===== src/sv/assert_macros.svh =====
// ----------------------------------------------------------------------------
// Assertion macros
// Shared concurrent assertion forms for the median filter block.
// ----------------------------------------------------------------------------
`ifndef ASSERT_MACROS_SVH
`define ASSERT_MACROS_SVH

// Property must hold at every rising clock edge outside reset.
`define MFW_ASSERT(name, clk, rst_n, prop, msg) \
  name: assert property (@(posedge clk) disable iff (!rst_n) (prop)) else $error(msg);

// Condition must never be true outside reset.
`define MFW_ASSERT_NEVER(name, clk, rst_n, cond, msg) \
  `MFW_ASSERT(name, clk, rst_n, !(cond), msg)

`endif


===== src/sv/mfw_pkg.sv =====
// ----------------------------------------------------------------------------
// Median filter package
// Fixed widths, register codes and shared types of the median filter block.
// ----------------------------------------------------------------------------
`timescale 1ns / 1ps

package mfw_pkg;

  localparam int PIX_W     = 8;
  localparam int CFG_W     = 11;
  localparam int WS_W      = 3;
  localparam int CFG_IDX_W = 2;

  localparam logic [CFG_W-1:0] RST_FRAME_WIDTH  = 11'd640;
  localparam logic [CFG_W-1:0] RST_FRAME_HEIGHT = 11'd480;
  localparam logic [WS_W-1:0]  RST_WINDOW_SIZE  = 3'd3;

  localparam logic CMD_PIXEL = 1'b0;
  localparam logic CMD_FLUSH = 1'b1;

  localparam int FIFO_DEPTH = 16;
  localparam int FIFO_AW    = 4;
  localparam int FIFO_CW    = 5;

  typedef enum logic [CFG_IDX_W-1:0] {
    CFG_FRAME_WIDTH  = 2'd0,
    CFG_FRAME_HEIGHT = 2'd1,
    CFG_WINDOW_SIZE  = 2'd2
  } cfg_idx_e;

  typedef struct packed {
    logic valid;
    logic last;
  } med_ctl_t;

endpackage


===== src/sv/mfw_median.sv =====
// ----------------------------------------------------------------------------
// Median select pipeline
// Radix select of the ranked sample, one bit per stage from the MSB down.
// ----------------------------------------------------------------------------
`timescale 1ns / 1ps

module mfw_median #(
  parameter int N  = 49,
  parameter int KW = 6
) (
  input  logic                                clk_i,
  input  logic                                rst_ni,
  input  mfw_pkg::med_ctl_t                   ctl_i,
  input  logic [N-1:0][mfw_pkg::PIX_W-1:0]    vals_i,
  input  logic [N-1:0]                        cand_i,
  input  logic [KW-1:0]                       rank_i,
  output mfw_pkg::med_ctl_t                   ctl_o,
  output logic [mfw_pkg::PIX_W-1:0]           median_o
);

  localparam int NS = mfw_pkg::PIX_W;

  logic [N-1:0][mfw_pkg::PIX_W-1:0] v_q    [NS+1];
  logic [N-1:0]                     cand_q [NS+1];
  logic [KW-1:0]                    k_q    [NS+1];
  logic [mfw_pkg::PIX_W-1:0]        res_q  [NS+1];
  logic                             last_q [NS+1];
  logic [NS:0]                      vld_q;
  logic [N-1:0]                     zb     [NS];
  logic [KW-1:0]                    cnt0   [NS];
  logic [NS-1:0]                    take_one;

  // candidates whose current bit is zero, and how many there are
  always_comb begin
    for (int s = 0; s < NS; s++) begin
      for (int i = 0; i < N; i++) begin
        zb[s][i] = cand_q[s][i] & ~v_q[s][i][NS-1-s];
      end
      cnt0[s]     = KW'($countones(zb[s]));
      take_one[s] = !(k_q[s] < cnt0[s]);
    end
  end

  always_ff @(posedge clk_i or negedge rst_ni) begin
    if (!rst_ni) begin
      vld_q <= '0;
    end else begin
      vld_q <= {vld_q[NS-1:0], ctl_i.valid};
    end
  end

  always_ff @(posedge clk_i) begin
    v_q[0]    <= vals_i;
    cand_q[0] <= cand_i;
    k_q[0]    <= rank_i;
    res_q[0]  <= '0;
    last_q[0] <= ctl_i.last;
    for (int s = 0; s < NS; s++) begin
      v_q[s+1]    <= v_q[s];
      last_q[s+1] <= last_q[s];
      res_q[s+1]  <= res_q[s] | (mfw_pkg::PIX_W'(take_one[s]) << (NS-1-s));
      if (!take_one[s]) begin
        cand_q[s+1] <= zb[s];
        k_q[s+1]    <= k_q[s];
      end else begin
        cand_q[s+1] <= cand_q[s] & ~zb[s];
        k_q[s+1]    <= k_q[s] - cnt0[s];
      end
    end
  end

  assign ctl_o.valid = vld_q[NS];
  assign ctl_o.last  = last_q[NS];
  assign median_o    = res_q[NS];

endmodule


===== config.mk =====
export PLATFORM = sky130hd
export DESIGN_NAME = mfw_median
export DESIGN_NICKNAME = d
export VERILOG_FILES = /design/src/sv/assert_macros.svh /design/src/sv/mfw_pkg.sv /design/src/sv/mfw_median.sv
export SDC_FILE = /design/constraint.sdc
export NUM_CORES = 2
export LEC_CHECK = 0
export ABC_AREA = 1
export BUFFER_PORTS_ARGS = -buffer_cell sky130_fd_sc_hd__buf_2
export CORE_ASPECT_RATIO = 0.6
export CORE_MARGIN = 1.5
export CORE_UTILIZATION = 27
export CTS_CLUSTER_DIAMETER = 40
export DETAILED_ROUTE_END_ITERATION = 12
export SLEW_MARGIN = 20
export SYNTH_ARGS = -nofsm -noshare
export SYNTH_HDL_FRONTEND = slang
export SYNTH_MEMORY_MAX_BITS = 65536
export SYNTH_SLANG_ARGS = --single-unit

===== constraint.sdc =====
create_clock -name clk_i -period 8.6 [get_ports clk_i]
set_input_delay 0.86 -clock clk_i [delete_from_list [all_inputs] [get_ports clk_i]]
set_output_delay 0.86 -clock clk_i [all_outputs]
set_load 0.02 [all_outputs]

==> metrics.md <==
| Metric | Value |
|---|---|
| Status | finished, final reports clean |
| Clk_skew | 0.1026 ns |
| DR top layer | met4 |
| Total track usage | 12.50% |
| IO Port Bufs | 460 |
| Core area | around 240000 um2 |
| Area Growth Syn to Fin | 21.97% |
| Worst stage delay on the critical path | between 0.7 and 0.8 ns |
| Starting Density | 27.23% |
| Final antenna-violating net count | 0 |
| Hold crit path type | in -> reg |
| Syn_nets | approximately 6600 |
| Syn Area/Cell | between 10 and 15 um2 |
| Distinct cells, synth | 26 |
| Placer Congestion | 0.8963 |
| DIE WIDTH | 642.7 um |
| Vias in the first global route | 39270 |
| Clock period minus worst slack | 7.564 ns |
| Drt via density | 3.939 |
| Crit. End Element | flip-flop |
| Rows | 140 |
| Slowest stage cell, crit path | fa_1 |
| H-tree depth | 4 |
| Drt first-iter violations | 2395 |
| Slew Viols, Final | 0 |
| Worst r2r path cells | 24 |
| CP required | between 9 and 10 ns |
| Clock Path Buffers | 4 |
| WP buf/inv | 6 |
| CTS Hold Buffers Added | 28 |
| CTS tree | yes |
| Crit. path cell count | 24 |
| Area contributors post-synth | dfxtp_1 (68%), fa_1 (9.9%), inv_1 (5.5%) |
| Clock Pin Slew Worst Setup and Hold Paths | 0.06 ns |
| Hold Crit Depth | 1 |
| Worst slew pin tran | 0.6823 ns |
| RSZ-0062 raised after global routing | false |
| CP max FO | 36 |
| Period utilization | 87.95% |
| Drt first pass iters | 8 |
| WP data arrival | 8.27 ns |
| Setup bufs post-CTS | 0 |
| Post-Synthesis Cell Area | about 66000 um2 |
| Synth warn | 0 |
| Clock sinks | 2258 |
| Critical path type | reg -> reg |
| Sum Neg Setup Slack | 0 ns |
| Drt drc | 0 |
| Share of cells above drive strength 1 | approximately 15% |
| CTS Buf Count | 241 |
| Full die area | 248600 um2 |
| Synth cell count leaders | dfxtp_1 (2249), inv_1 (977), nand2_1 (554), nand3_1 (388), nor2_1 (376) |
| Clock root cell | clkbuf_16 |
| Asr flop ratio synth | 0.3986% |
| Met3 WL | 8423 um |
| Total gr overflow | 0 |
| Number of synthesized flops with an enable pin | 0 |
| Critical Path, Cell by Cell | inv_1 -> nor2_1 -> inv_1 -> fa_1 -> fa_1 -> fa_1 -> fa_1 -> fa_1 -> fa_1 -> inv_1 -> fa_1 -> fa_1 -> inv_1 -> fa_1 -> o21ai_0 -> xnor2_1 -> ha_1 -> nand2_1 -> inv_2 -> nand2_1 -> nand3_2 -> buf_12 -> nand3_1 -> nand2_1 |
| Seq/Total Area, Yosys | 68.25% |
| WL/cell | about 16 um |
| Cell taking the most area after synthesis | dfxtp_1 |
| Cells after synthesis | 5658 |
| WL met1 | 71540 um |
| Post-CTS sizing | 0 |
| Top Family by Delay on Critical Path | adder cells |
| Met2 WL | 72520 um |
| DR vias | 38330 |
| Die Y | 386.8 um |
| Clock latency at the later pin of the worst-skew pair | 0.88 ns |
| Max_cap viols | 0 |
| Drt total wl | ~160000 um |
| Pin count of the biggest net entering global routing | 62 |
| Synth top area share | 67.91% |
| I/O pins | 461 |
| Initial antenna violation count | 44 |
| Critical path's most frequent cell | fa_1 |
| DP Wirelength | 120700 um |
| Count leader, synth | dfxtp_1 |
| Highest clock rate | 132.2 MHz |
| Synthesized flop and latch total | 2258 |
| Synth Flop Type | dfxtp_1 |
| First-pass GRT wire length | 235100 um |
| Final nets | roughly 7200 |
| Rel. slew slack | between 50% and 60% |
| Final hold vios | 0 |
| Setup violators final | 0 |
| CP startpoint kind | flip-flop |
## stage by stage
stage	instances	hold slack [ns]	instance area (um2)	util, %	worst slack [ns]
final	9733	0.07213	80870	33.21	1.036
after global routing	9726	0.008997	80850	33.21	0.6336
after CTS	9720	0.0004755	80840	33.20	1.071
after detailed placement	9254	0.3121	72270	29.68	1.101
after global placement	9254	0.3103	72270	29.68	1.151
after floorplan	5658	0.3096	66300	-	2.268
## state kept, by name, indices dropped and copies added (netlist names)
signal and flops:
vld_q 9, last_q 9, cand_q 392, res_q 36, k_q 48, v_q 1764
## area by class of cell
| cell class | count | area (um2) |
|---|---|---|
| Fill cell | 24020 | 162600 |
| Sequential cell | 2258 | 45250 |
| Multi-Input combinational cell | 2257 | 16680 |
| Clock buffer | 285 | 6426 |
| Tap cell | 3266 | 4086 |
| Inverter | 983 | 3690 |
| Timing Repair Buffer | 518 | 2845 |
| Clock inverter | 153 | 1859 |
| Antenna cell | 13 | 32.53 |
## cells in the final DEF, fill, tap and decap left out, types with 13 or more instances in the layout
cell type	Yosys	final
xor2_1	15	15
fa_1	327	327
nor2_1	376	376
xnor2_1	16	16
nand2_1	554	553
clkinv_8	0	17
inv_1	977	977
buf_2	24	460
inv_8	0	17
dlygate4sd3_1	0	28
dfxtp_1	2249	2249
nand4_1	353	353
clkbuf_8	0	23
nand3_1	388	388
o21ai_0	33	33
bufinv_16	0	18
clkinv_2	0	30
diode_2	0	13
clkbuf_16	0	241
inv_6	0	24
buf_4	28	27
clkinvlp_4	0	23
clkinv_4	0	18
a21oi_1	33	33
clkbuf_1	64	21
ha_1	119	119
## worst reg2reg max path, cell delays in order (launching register included)
cell	delay (ns)
dfxtp_1	0.38
inv_1	0.06
nor2_1	0.16
inv_1	0.11
fa_1	0.47
fa_1	0.53
fa_1	0.74
fa_1	0.50
fa_1	0.59
fa_1	0.53
inv_1	0.05
fa_1	0.49
fa_1	0.25
inv_1	0.08
fa_1	0.46
o21ai_0	0.23
xnor2_1	0.16
ha_1	0.31
nand2_1	0.11
inv_2	0.04
nand2_1	0.09
nand3_2	0.46
buf_12	0.39
nand3_1	0.13
nand2_1	0.07
## routing by layer
metal | GRT usage (%) | vias up
met3 | 2.002 | 307
met5 | 0 | -
met1 | 16.70 | 18240
met2 | 20.55 | 1057
met4 | 4.263 | 0
li1 | - | 18730
## final timing paths
kind	to	startpoint	slack (ns)
max	cand_q[6][29]	cand_q[5][41]	1.04
min	v_q[0][0]	vals_i[0]	0.07
max reg2reg	cand_q[6][29]	cand_q[5][41]	1.04
min reg2reg	v_q[0][1939]	v_q[0][1547]	0.24
max in group asynchronous	vld_q[8]	rst_ni	8.04
min in group asynchronous	vld_q[3]	rst_ni	0.38
## cell families after synthesis
family | share of synthesized area, %
and+or+nand+nor | 11.85
xor gates and xnor gates | 0.4095
buffers and inverters | 6.675
AOI/OAI and AO/OA | 0.7039
adders and majority gates | 12.12
DFF | 68.25
Power is not shown: default switching activity piles up to over one toggle a cycle in this logic, so the estimate is an artifact.
